### src/hw/rtl/psinc_pkg.sv
package psinc_pkg;

  localparam int AXES      = 3;
  localparam int AX_IDX_W  = 2;
  localparam int CFG_IDX_W = 2;

  // configuration register map
  localparam logic [CFG_IDX_W-1:0] REG_RES_U = 2'd0;
  localparam logic [CFG_IDX_W-1:0] REG_RES_V = 2'd1;
  localparam logic [CFG_IDX_W-1:0] REG_RES_W = 2'd2;

  // default axis step sizes in machine units
  localparam real STEP_ROT = 0.0018;
  localparam real STEP_LIN = 0.0025;

endpackage

### src/hw/rtl/position_to_step_increment.sv
// Channel | Direction | Transfer when       | Payload
// in      | input     | in_valid & in_ready | in_pos_u, in_pos_v, in_pos_w
// out     | output    | out_valid & out_ready | out_inc_u/v/w, out_saturated
// cfg     | input     | cfg_we              | cfg_index, cfg_wdata
//
// Each item is worked by the single radix-2 divider, which serves the three
// axes in turn, one quotient bit a cycle.
// in_ready is high only while the sequencer is idle.
// Reset is synchronous: last positions and residuals clear, resolutions take defaults.
// A result waiting on out_ready does not block the next input transfer;
// the sequencer only waits before overwriting the output register.
module position_to_step_increment #(
  parameter int POS_WIDTH = 40,
  parameter int FRAC_BITS = 20,
  parameter int INC_WIDTH = 24
) (
  input  logic                                 clk,
  input  logic                                 rst_n,
  input  logic                                 in_valid,
  output logic                                 in_ready,
  input  logic signed [POS_WIDTH-1:0]          in_pos_u,
  input  logic signed [POS_WIDTH-1:0]          in_pos_v,
  input  logic signed [POS_WIDTH-1:0]          in_pos_w,
  output logic                                 out_valid,
  input  logic                                 out_ready,
  output logic signed [INC_WIDTH-1:0]          out_inc_u,
  output logic signed [INC_WIDTH-1:0]          out_inc_v,
  output logic signed [INC_WIDTH-1:0]          out_inc_w,
  output logic                                 out_saturated,
  input  logic                                 cfg_we,
  input  logic [psinc_pkg::CFG_IDX_W-1:0]      cfg_index,
  input  logic [FRAC_BITS:0]                   cfg_wdata
);

  localparam int RES_W     = FRAC_BITS + 1;
  localparam int RESID_W   = FRAC_BITS + 4;
  localparam int R_W       = RESID_W + 2;
  localparam int DIST_W    = POS_WIDTH + 1;
  localparam int INC_EXT_W = DIST_W + 1;
  localparam int CMP_W     = (INC_EXT_W > INC_WIDTH) ? INC_EXT_W : INC_WIDTH + 1;

  localparam logic [RES_W-1:0] RES_RST_ROT =
    RES_W'($rtoi(psinc_pkg::STEP_ROT * (2.0 ** FRAC_BITS)));
  localparam logic [RES_W-1:0] RES_RST_LIN =
    RES_W'($rtoi(psinc_pkg::STEP_LIN * (2.0 ** FRAC_BITS)));
  localparam logic signed [CMP_W-1:0] INC_MAX =
    {{(CMP_W-INC_WIDTH+1){1'b0}}, {(INC_WIDTH-1){1'b1}}};
  localparam logic signed [CMP_W-1:0] INC_MIN = ~INC_MAX;
  localparam logic [psinc_pkg::AX_IDX_W-1:0] LAST_AX =
    psinc_pkg::AX_IDX_W'(psinc_pkg::AXES - 1);

  typedef enum logic [2:0] {
    S_IDLE,
    S_LOAD,
    S_START,
    S_DIV,
    S_CARRY,
    S_OUT
  } state_t;

  state_t                              state_r;
  logic [psinc_pkg::AX_IDX_W-1:0]      axis_r;
  logic [RES_W-1:0]                    res_r      [psinc_pkg::AXES];
  logic signed [POS_WIDTH-1:0]         pos_r      [psinc_pkg::AXES];
  logic signed [POS_WIDTH-1:0]         last_r     [psinc_pkg::AXES];
  logic signed [RESID_W-1:0]           resid_r    [psinc_pkg::AXES];
  logic signed [INC_WIDTH-1:0]         lane_r     [psinc_pkg::AXES];
  logic signed [DIST_W-1:0]            dist_r;
  logic                                dist_neg_r;
  logic                                dist_zero_r;
  logic [RES_W-1:0]                    res_eff_r;
  logic signed [INC_EXT_W-1:0]         inc_r;
  logic signed [R_W-1:0]               r_r;
  logic                                sat_acc_r;
  logic                                out_valid_r;
  logic signed [INC_WIDTH-1:0]         out_inc_u_r;
  logic signed [INC_WIDTH-1:0]         out_inc_v_r;
  logic signed [INC_WIDTH-1:0]         out_inc_w_r;
  logic                                out_sat_r;

  logic                                div_start;
  logic [DIST_W-1:0]                   div_num;
  logic                                div_done;
  logic [DIST_W-1:0]                   div_quo;
  logic [RES_W-1:0]                    div_rem;

  logic signed [DIST_W-1:0]            dist_nxt;
  logic [RES_W-1:0]                    res_sel;
  logic signed [INC_EXT_W-1:0]         quo_s;
  logic signed [INC_EXT_W-1:0]         inc_nxt;
  logic signed [R_W-1:0]               rem_s;
  logic signed [R_W-1:0]               r_nxt;
  logic signed [R_W-1:0]               res_s;
  logic signed [R_W-1:0]               r_sum;
  logic signed [R_W-1:0]               r_adj;
  logic signed [INC_EXT_W-1:0]         inc_adj;
  logic signed [CMP_W-1:0]             inc_c;
  logic signed [INC_WIDTH-1:0]         inc_clip;
  logic                                clip;

  always_comb begin
    dist_nxt  = DIST_W'(pos_r[axis_r]) - DIST_W'(last_r[axis_r]);
    res_sel   = res_r[axis_r];
    div_start = (state_r == S_START);
    div_num   = dist_neg_r ? DIST_W'(-dist_r) : DIST_W'(dist_r);

    quo_s   = signed'({1'b0, div_quo});
    inc_nxt = dist_neg_r ? -quo_s : quo_s;
    rem_s   = signed'(R_W'(div_rem));
    r_nxt   = R_W'(resid_r[axis_r]) + (dist_neg_r ? -rem_s : rem_s);

    // carry one step once the residual reaches a full resolution, borrow one once it reaches minus a full resolution
    res_s   = signed'(R_W'(res_eff_r));
    r_sum   = r_r + res_s;
    inc_adj = inc_r;
    r_adj   = r_r;
    if (r_r >= res_s) begin
      inc_adj = inc_r + INC_EXT_W'(1);
      r_adj   = r_r - res_s;
    end else if (r_sum[R_W-1] || (r_sum == R_W'(0))) begin
      inc_adj = inc_r - INC_EXT_W'(1);
      r_adj   = r_sum;
    end

    inc_c = CMP_W'(inc_adj);
    clip  = 1'b0;
    if (inc_c > INC_MAX) begin
      inc_c = INC_MAX;
      clip  = 1'b1;
    end else if (inc_c < INC_MIN) begin
      inc_c = INC_MIN;
      clip  = 1'b1;
    end
    inc_clip = inc_c[INC_WIDTH-1:0];
  end

  psinc_div #(
    .NUM_W (DIST_W),
    .DEN_W (RES_W)
  ) u_div (
    .clk   (clk),
    .rst_n (rst_n),
    .start (div_start),
    .num   (div_num),
    .den   (res_eff_r),
    .done  (div_done),
    .quo   (div_quo),
    .rem   (div_rem)
  );

  always_ff @(posedge clk) begin
    if (!rst_n) begin
      state_r     <= S_IDLE;
      axis_r      <= '0;
      out_valid_r <= 1'b0;
      sat_acc_r   <= 1'b0;
      res_r[psinc_pkg::REG_RES_U] <= RES_RST_ROT;
      res_r[psinc_pkg::REG_RES_V] <= RES_RST_ROT;
      res_r[psinc_pkg::REG_RES_W] <= RES_RST_LIN;
      for (int a = 0; a < psinc_pkg::AXES; a++) begin
        last_r[a]  <= '0;
        resid_r[a] <= '0;
      end
    end else begin
      if (cfg_we && (cfg_index < psinc_pkg::CFG_IDX_W'(psinc_pkg::AXES))) begin
        res_r[cfg_index] <= cfg_wdata;
      end
      if (out_valid_r && out_ready && (state_r != S_OUT)) begin
        out_valid_r <= 1'b0;
      end
      unique case (state_r)
        S_IDLE: begin
          if (in_valid) begin
            pos_r[psinc_pkg::REG_RES_U] <= in_pos_u;
            pos_r[psinc_pkg::REG_RES_V] <= in_pos_v;
            pos_r[psinc_pkg::REG_RES_W] <= in_pos_w;
            axis_r    <= '0;
            sat_acc_r <= 1'b0;
            state_r   <= S_LOAD;
          end
        end
        S_LOAD: begin
          dist_r      <= dist_nxt;
          dist_neg_r  <= dist_nxt[DIST_W-1];
          dist_zero_r <= (dist_nxt == DIST_W'(0));
          res_eff_r   <= (res_sel == RES_W'(0)) ? RES_W'(1) : res_sel;
          state_r     <= S_START;
        end
        S_START: begin
          state_r <= S_DIV;
        end
        S_DIV: begin
          if (div_done) begin
            inc_r   <= inc_nxt;
            r_r     <= r_nxt;
            state_r <= S_CARRY;
          end
        end
        S_CARRY: begin
          last_r[axis_r] <= pos_r[axis_r];
          if (dist_zero_r) begin
            lane_r[axis_r] <= '0;
          end else begin
            lane_r[axis_r]  <= inc_clip;
            resid_r[axis_r] <= r_adj[RESID_W-1:0];
            sat_acc_r       <= sat_acc_r | clip;
          end
          if (axis_r == LAST_AX) begin
            state_r <= S_OUT;
          end else begin
            axis_r  <= axis_r + psinc_pkg::AX_IDX_W'(1);
            state_r <= S_LOAD;
          end
        end
        S_OUT: begin
          if (!out_valid_r || out_ready) begin
            out_inc_u_r <= lane_r[psinc_pkg::REG_RES_U];
            out_inc_v_r <= lane_r[psinc_pkg::REG_RES_V];
            out_inc_w_r <= lane_r[psinc_pkg::REG_RES_W];
            out_sat_r   <= sat_acc_r;
            out_valid_r <= 1'b1;
            axis_r      <= '0;
            state_r     <= S_IDLE;
          end
        end
        default: begin
          state_r <= S_IDLE;
        end
      endcase
    end
  end

  assign in_ready      = (state_r == S_IDLE);
  assign out_valid     = out_valid_r;
  assign out_inc_u     = out_inc_u_r;
  assign out_inc_v     = out_inc_v_r;
  assign out_inc_w     = out_inc_w_r;
  assign out_saturated = out_sat_r;

`ifndef SYNTHESIS
  a_idle_axis: assert property (@(posedge clk) disable iff (!rst_n)
    (state_r == S_IDLE) |-> (axis_r == '0))
    else $error("axis counter not cleared while idle");

  a_accept_load: assert property (@(posedge clk) disable iff (!rst_n)
    (in_valid && in_ready) |=> (state_r == S_LOAD))
    else $error("accepted transfer did not start an axis");

  a_div_done_state: assert property (@(posedge clk) disable iff (!rst_n)
    div_done |-> (state_r == S_DIV))
    else $error("divider finished outside its wait state");

  a_sat_value: assert property (@(posedge clk) disable iff (!rst_n)
    (out_valid && out_saturated) |->
      ((CMP_W'(out_inc_u) == INC_MAX) || (CMP_W'(out_inc_u) == INC_MIN) ||
       (CMP_W'(out_inc_v) == INC_MAX) || (CMP_W'(out_inc_v) == INC_MIN) ||
       (CMP_W'(out_inc_w) == INC_MAX) || (CMP_W'(out_inc_w) == INC_MIN)))
    else $error("saturated flag without a clipped increment");
`endif

endmodule

### src/hw/rtl/psinc_div.sv
module psinc_div #(
  parameter int NUM_W = 41,
  parameter int DEN_W = 21
) (
  input  logic             clk,
  input  logic             rst_n,
  input  logic             start,
  input  logic [NUM_W-1:0] num,
  input  logic [DEN_W-1:0] den,
  output logic             done,
  output logic [NUM_W-1:0] quo,
  output logic [DEN_W-1:0] rem
);

  localparam int CNT_W = $clog2(NUM_W + 1);

  logic             busy_r;
  logic             done_r;
  logic [CNT_W-1:0] cnt_r;
  logic [NUM_W-1:0] quo_r;
  logic [DEN_W-1:0] rem_r;
  logic [DEN_W-1:0] den_r;

  logic [DEN_W:0]   trial;
  logic [DEN_W:0]   diff;
  logic             ge;
  logic [NUM_W-1:0] quo_nxt;
  logic [DEN_W-1:0] rem_nxt;

  // one restoring step per cycle, numerator bits leave at the top of quo_r
  always_comb begin
    trial   = {rem_r, quo_r[NUM_W-1]};
    ge      = (trial >= {1'b0, den_r});
    diff    = trial - {1'b0, den_r};
    rem_nxt = ge ? diff[DEN_W-1:0] : trial[DEN_W-1:0];
    quo_nxt = {quo_r[NUM_W-2:0], ge};
  end

  always_ff @(posedge clk) begin
    if (!rst_n) begin
      busy_r <= 1'b0;
      done_r <= 1'b0;
      cnt_r  <= '0;
    end else begin
      done_r <= 1'b0;
      if (start && !busy_r) begin
        busy_r <= 1'b1;
        cnt_r  <= CNT_W'(NUM_W);
        quo_r  <= num;
        rem_r  <= '0;
        den_r  <= den;
      end else if (busy_r) begin
        quo_r <= quo_nxt;
        rem_r <= rem_nxt;
        cnt_r <= cnt_r - CNT_W'(1);
        if (cnt_r == CNT_W'(1)) begin
          busy_r <= 1'b0;
          done_r <= 1'b1;
        end
      end
    end
  end

  assign done = done_r;
  assign quo  = quo_r;
  assign rem  = rem_r;

endmodule
### config.mk
export PLATFORM = sky130hd
export DESIGN_NAME = position_to_step_increment
export DESIGN_NICKNAME = d
export VERILOG_FILES = /design/src/hw/rtl/psinc_pkg.sv /design/src/hw/rtl/position_to_step_increment.sv /design/src/hw/rtl/psinc_div.sv
export SDC_FILE = /design/constraint.sdc
export NUM_CORES = 1
export LEC_CHECK = 0
export BUFFER_PORTS_ARGS = -buffer_cell sky130_fd_sc_hd__clkbuf_2
export CELL_PAD_IN_SITES_DETAIL_PLACEMENT = 1
export CELL_PAD_IN_SITES_GLOBAL_PLACEMENT = 2
export CORE_MARGIN = 1.5
export CORE_UTILIZATION = 25
export DETAILED_ROUTE_END_ITERATION = 16
export GPL_TIMING_DRIVEN = 0
export PLACE_DENSITY_LB_ADDON = 0.1
export SYNTH_ARGS = -nofsm -noshare
export SYNTH_HDL_FRONTEND = slang
export SYNTH_SLANG_ARGS = --single-unit
export TNS_END_PERCENT = 50
### constraint.sdc
create_clock -name clk -period 9.2 [get_ports clk]
set_clock_uncertainty 0.05 [all_clocks]
set_input_delay 0.92 -clock clk [delete_from_list [all_inputs] [get_ports clk]]
set_output_delay 0.92 -clock clk [all_outputs]
set_load 0.02 [all_outputs]
Yosys cells after proc, flatten, opt, wreduce, memory -nomap -nowiden. Memory sizes are Yosys's and may differ from the RTL's. A register that Yosys moved wholly into a read port is not among the register bits. Index checks and enable logic that the tools add are counted.

Bits in registers: 231. Memory bits (writable): 447. Input port bits: 148. Output and inout bits: 75. Word-level logic and storage cells: 159. Memories kept: 5.

Memories: last_r (words 3, width 40, read ports 1, clocked after memory_dff 1, wr ports 3, line position_to_step_increment.sv:65) `logic signed [POS_WIDTH-1:0] last_r [psinc_pkg::AXES];`; pos_r (words 3, width 40, read ports 1, clocked after memory_dff 1, wr ports 3, line position_to_step_increment.sv:64) `logic signed [POS_WIDTH-1:0] pos_r [psinc_pkg::AXES];`; lane_r (words 3, width 24, read ports 3, clocked after memory_dff 3, wr ports 1, line position_to_step_increment.sv:67) `logic signed [INC_WIDTH-1:0] lane_r [psinc_pkg::AXES];`; resid_r (words 3, width 24, read ports 1, clocked after memory_dff 1, wr ports 3, line position_to_step_increment.sv:66) `logic signed [RESID_W-1:0] resid_r [psinc_pkg::AXES];`; res_r (words 3, width 21, read ports 1, clocked after memory_dff 1, wr ports 3, line position_to_step_increment.sv:63) `logic [RES_W-1:0] res_r [psinc_pkg::AXES];`.

$add $sub $neg: 12. Magnitude comparators: 5. Equality and inequality tests: 13. Mux-type cells: 73. Bitwise gates (word level): 4. Reductions and logical operators: 28.

Operators by type and width (number): 41-bit 2-to-1 mux (4); 24-bit 2-to-1 mux (6); 42-bit 2-to-1 mux (2); 21-bit 2-to-1 mux (3); 42-bit by 2-bit adder with 42-bit output, second input constant (1); 42-bit by 24-bit > comparator with 1-bit output, second input constant (1); 42-bit by 24-bit < comparator with 1-bit output, second input constant (1); 41-bit negation with 42-bit output (1); 42-bit by 2-bit subtractor with 42-bit output, second input constant (1); 41-bit logical NOT (1); 41-bit negation (1); 40-bit by 40-bit subtractor with 41-bit output (1); 40-bit 2-to-1 mux (1); 40-bit OR reduction (1); 1-bit 2-to-1 mux (33); 2-bit 2-to-1 mux (14); 24-bit by 26-bit adder with 26-bit output (1); 26-bit by 22-bit adder with 26-bit output (1); 26-bit by 22-bit >= comparator with 1-bit output (1); 26-bit logical NOT (1); 26-bit 2-to-1 mux (1); 21-bit negation with 26-bit output (1); 24-bit OR reduction (1); 24-bit by 22-bit subtractor with 24-bit output (1); other kinds (33) (55).

Depth between registers and ports, before layout.
Depth in word-level cells: 11. Mapped depth: 23. Mapped depth without buffers: 19.

Cells and area by module. Synthesis repeated with hierarchy kept, for this count alone.

Cell total of the unflattened synthesis: 3648. Area total of the unflattened synthesis: 43357.8 um^2.

Modules (own cells, without submodules): position_to_step_increment (instances 1, cells an instance 3112, area an instance 38187.9 um^2, sequential area each 22281.4 um^2); psinc_div (instances 1, cells an instance 536, area an instance 5170.0 um^2, sequential area each 2652.5 um^2).

Worst setup path before layout. Ideal clock, no wire load.

Path type: flip-flop to flip-flop. From: reg (tool-made name). To: reg dist_zero_r (data pin). Library setup time: 0.169 ns. Data arrival time: 6.892 ns. Data required time: 8.981 ns. Path slack: 2.090 ns. Stages on the path, launching flop included: 21. Path buffers: 4. Period minus slack after synthesis: 7.110 ns. Cells stage by stage: dfxtp_1 clkbuf_1 clkbuf_1 buf_1 buf_1 mux4_2 ha_1 fa_1 nor2b_1 o21a_1 o21a_1 nor2_1 or4b_1 or4_1 or4_1 or4b_1 or4_1 or4b_1 nor4b_2 nand4_1 nor4b_2.

RTL lines: end signal, assigned (line position_to_step_increment.sv:185) `dist_zero_r <= (dist_nxt == DIST_W'(0));`; end, declared (line position_to_step_increment.sv:70) `logic dist_zero_r;`.

==> flow_metrics.tcl <==
set metrics [dict create \
    min_path_type "input port to flop" \
    synth-edff-count 819 \
    clk_latency_ns 0.73 \
    clk_pin_slew_worst_paths_ns 0.06 \
    grt_use_total 0.161 \
    cts_num_sinks 836 \
    final_util 0.298 \
    rsz0062_at_grt "no" \
    synthCells 3475 \
    min_period_ns 8.45 \
    vias_per_cell 4.68 \
    core_area_sq_um 169000 \
    timing.hold.ws_ns 0.310 \
    start_util 0.251 \
    fp-row-count 151 \
    cts_htree_levels 3 \
    gr-total-overflow 0 \
    cp-start-kind "flop" \
    grt_max_degree 66 \
    cts_made_buffers 101 \
    cp.arrival_ns 8.94 \
    synth.ff_latch_count 836 \
    tritoncts "built" \
    path_cells "clkdlybuf4s15_1 -> clkbuf_2 -> buf_1 -> clkbuf_1 -> a21oi_1 -> inv_1 -> ha_1 -> a21o_1 -> a21o_1 -> a21oi_2 -> a31oi_1 -> or4b_1 -> or4_1 -> or4_1 -> or4b_1 -> or4_1 -> or4b_1 -> nor4b_2 -> nand4_1 -> nor4b_2" \
    portBuffers 222 \
    die_area_sq_um 172000 \
    critical_path_class "flop to flop" \
    layout-drive-gt1-share 0.142 \
    critPathMaxStageDelay_ns 0.73 \
    p_total_mw 10.0 \
    area_growth_pct 18.5 \
    critPathRequiredTime_ns 9.68 \
    syn_area_sq_um 42500 \
    yosysUniqueCellTypes 85 \
    dr.pass1.iters 5 \
    die_h_um 415 \
    synthFlopType "edfxtp_1" \
    holdPathEnd "pos_r[1][36]$_DFFE_PP_" \
    pin_count 223 \
    yosys.area.top_type "edfxtp_1" \
    wirelength_um 140000 \
    power_leakage_nw 18.0 \
    wl_per_cell_um 22.8 \
    num_vias 28795 \
    clk_path_buf_depth 3 \
    multi_input_area_sq_um 16200 \
    placed_area_sq_um 46900 \
    cp_slowest_cell "clkdlybuf4s15_1" \
    reg2reg_slack_ns 0.75 \
    max-vdd-ir-drop_uv 153 \
    yosysSeqAreaShare 0.587 \
    fmax_mhz 118 \
    hold_viol 0 \
    period_share 0.919 \
    slew_headroom 0.0952 \
    synthArstFlopShare 0 \
    cap_viol_max_count 0 \
    gp_congestion 0.796 \
    synth_top_area_frac 0.579 \
    r2r_end "dist_zero_r$_DFFE_PP_" \
    yosys_warnings 0 \
    drv_slew 0 \
    synth.area.top_cells "edfxtp_1, mux4_2, ha_1, nor2_1, xnor2_1" \
    drc 0 \
    power.density_nw_per_um2 200 \
    hp-start "in_pos_v[36]" \
    antenna_found_initial 3 \
    ant_nets 0 \
    fillers 18392 \
    die_w_um 415 \
    nets 4141 \
    ff_latch_area_sq_um 24900 \
    tightest_slew_ns 1.32 \
    hold-path-cell-count 1 \
    setup_viol 0 \
    dp_hpwl_um 108000 \
    grt_pass1_wl_um 209000 \
    critPathMaxFanout 10 \
    end_kind "flop" \
    drtIter0Drc 1519 \
    outcome "finished, final reports clean" \
    grt_pass1_vias 31000 \
    post_cts_buffers 0 \
    syn_avg_cell_area_sq_um 12.2 \
    design_area_sq_um 50300 \
    reg2reg_depth 20 \
    clockRootBuffer "clkbuf_16" \
]
[cell families after synthesis]
logic type                 count (synthesis)  share of synthesized area
AOI/OAI and AO/OA                        709                      0.111
muxes                                    150                     0.0604
and+or+nand+nor                         1058                      0.122
adders and majority gates                144                     0.0433
buffers and inverters                    371                     0.0340
DFF                                      836                      0.587
xor gates and xnor gates                 206                     0.0425
other                                      1                  0.0000883
[worst max-delay path by stage]
| stage | startpoint | end | slack, ns | cells past startpoint |
|---|---|---|---|---|
| final | flop | dist_zero_r$_DFFE_PP_ | 0.75 | 20 |
| after global routing | flop | dist_zero_r$_DFFE_PP_ | 0.13 | 21 |
| after CTS | flop | dist_zero_r$_DFFE_PP_ | 0.10 | 20 |
| after detailed placement | flop | dist_zero_r$_DFFE_PP_ | -0.68 | 23 |
| after global placement | rst_n | out_inc_u[4]$_DFFE_PP_ | -2.07 | 4 |
| after floorplan | flop | dist_zero_r$_DFFE_PP_ | 2.09 | 20 |
[cell usage in the layout (no fill, tap or decap), types with 14 or more instances in the layout]
cell type  Yosys  layout
xnor2_1      129     129
or4_1         24      24
nor3b_1       14      14
or3_1         41      41
o21ai_0      150     150
inv_1        218     215
nor2b_1       30      29
a21oi_1      160     160
a31oi_1       26      26
a211oi_1      28      28
buf_1         19      17
clkbuf_1     121     142
nand2_1      180     174
a21o_1        71      71
buf_6          5      23
edfxtp_1     819     819
mux4_2        85      85
nor4_1        31      31
conb_1         1      21
and3_1        21      20
nor3_1        69      65
clkbuf_16      0     103
o31ai_1       38      38
o21bai_1      18      18
and2_1        54      53
o211ai_1      23      23
mux2i_1       64      64
ha_1         139     139
or2_2         23      23
clkinv_2       0      15
clkbuf_2       0     224
nor2_1       401     399
o41ai_1       23      23
nand4_1       23      23
o21a_1        23      23
nand3_1       50      50
nand2b_1      60      59
dfxtp_1       17      17
clkinv_1       2      15
xor2_1        77      77
[through the flow]
stage / cells / setup slack (ns) / TNS [ns]
floorplan: 3495 / 2.09 / 0
global placement: 5935 / -2.07 / -211.76
detailed placement: 5965 / -0.684 / -0.684
CTS: 6152 / 0.104 / 0
global route: 6152 / 0.125 / 0
finish: 6154 / 0.748 / 0
[state kept, by name, indices dropped and copies added (netlist names), 26 cells and up, named ones only]
name,count
last_r,160
pos_r,120
resid_r,96
res_r,84
lane_r,72
inc_r,42
dist_r,41
u_div.quo,41
r_r,26
[per-layer routing]
metal	GRT usage	routed length, um	vias to the layer above
met5	0	0	-
met4	0.0350	2740	0
met3	0.0207	3830	154
met2	0.275	67000	414
met1	0.218	66900	14482
li1	-	-	13745
[Yosys cell counts (19+ instances only)]
library cell,count
clkbuf_1,121
and2_1,54
edfxtp_1,819
a31oi_1,26
o21a_1,23
nand3_1,50
nand2b_1,60
nor3_1,69
a211oi_1,28
nand2_1,180
mux2i_1,64
xor2_1,77
buf_1,19
nand4_1,23
a21o_1,71
a21oi_1,160
nor4_1,31
nor2b_1,30
ha_1,139
nor2_1,401
o41ai_1,23
or3_1,41
or4_1,24
inv_1,218
or2_2,23
mux4_2,85
o21ai_0,150
and3_1,21
o31ai_1,38
o211ai_1,23
xnor2_1,129
[critical path: cells and delay by family, from the launching register on]
kind / cells / cell delay, ns
compound gates: 5 / 1.15
fa+ha+maj: 1 / 0.35
buf+inv: 5 / 2.67
flops: 1 / 0.39
simple gates: 9 / 3.62
[power by group]
| part | internal (mW) | switching (mW) |
|---|---|---|
| Sequential | 4.45 | 0.125 |
| Combinational | 0.528 | 0.908 |
| Clock | 2.36 | 1.68 |
| Total | 7.33 | 2.71 |
[layout make-up]
type                            instances  share of cell area
Antenna cell                            2           0.0000995
Timing Repair Buffer                  252              0.0308
Buffer                                150              0.0126
Clock buffer                          133              0.0543
Sequential cell                       836               0.496
Inverter                              220              0.0164
Tap cell                             2218              0.0552
Multi-Input combinational cell       2288               0.323
Clock inverter                         55              0.0125
[repair_timing]
item                                    CTS  global route
endpoints found under the setup margin    1             1
hold buffers                              0             0
gates resized for setup                   3             8
cloned                                    0             0
endpoints found under the hold margin     0             0
pin swaps                                 0             0
Note: power is estimated with default switching activity, not from simulation.
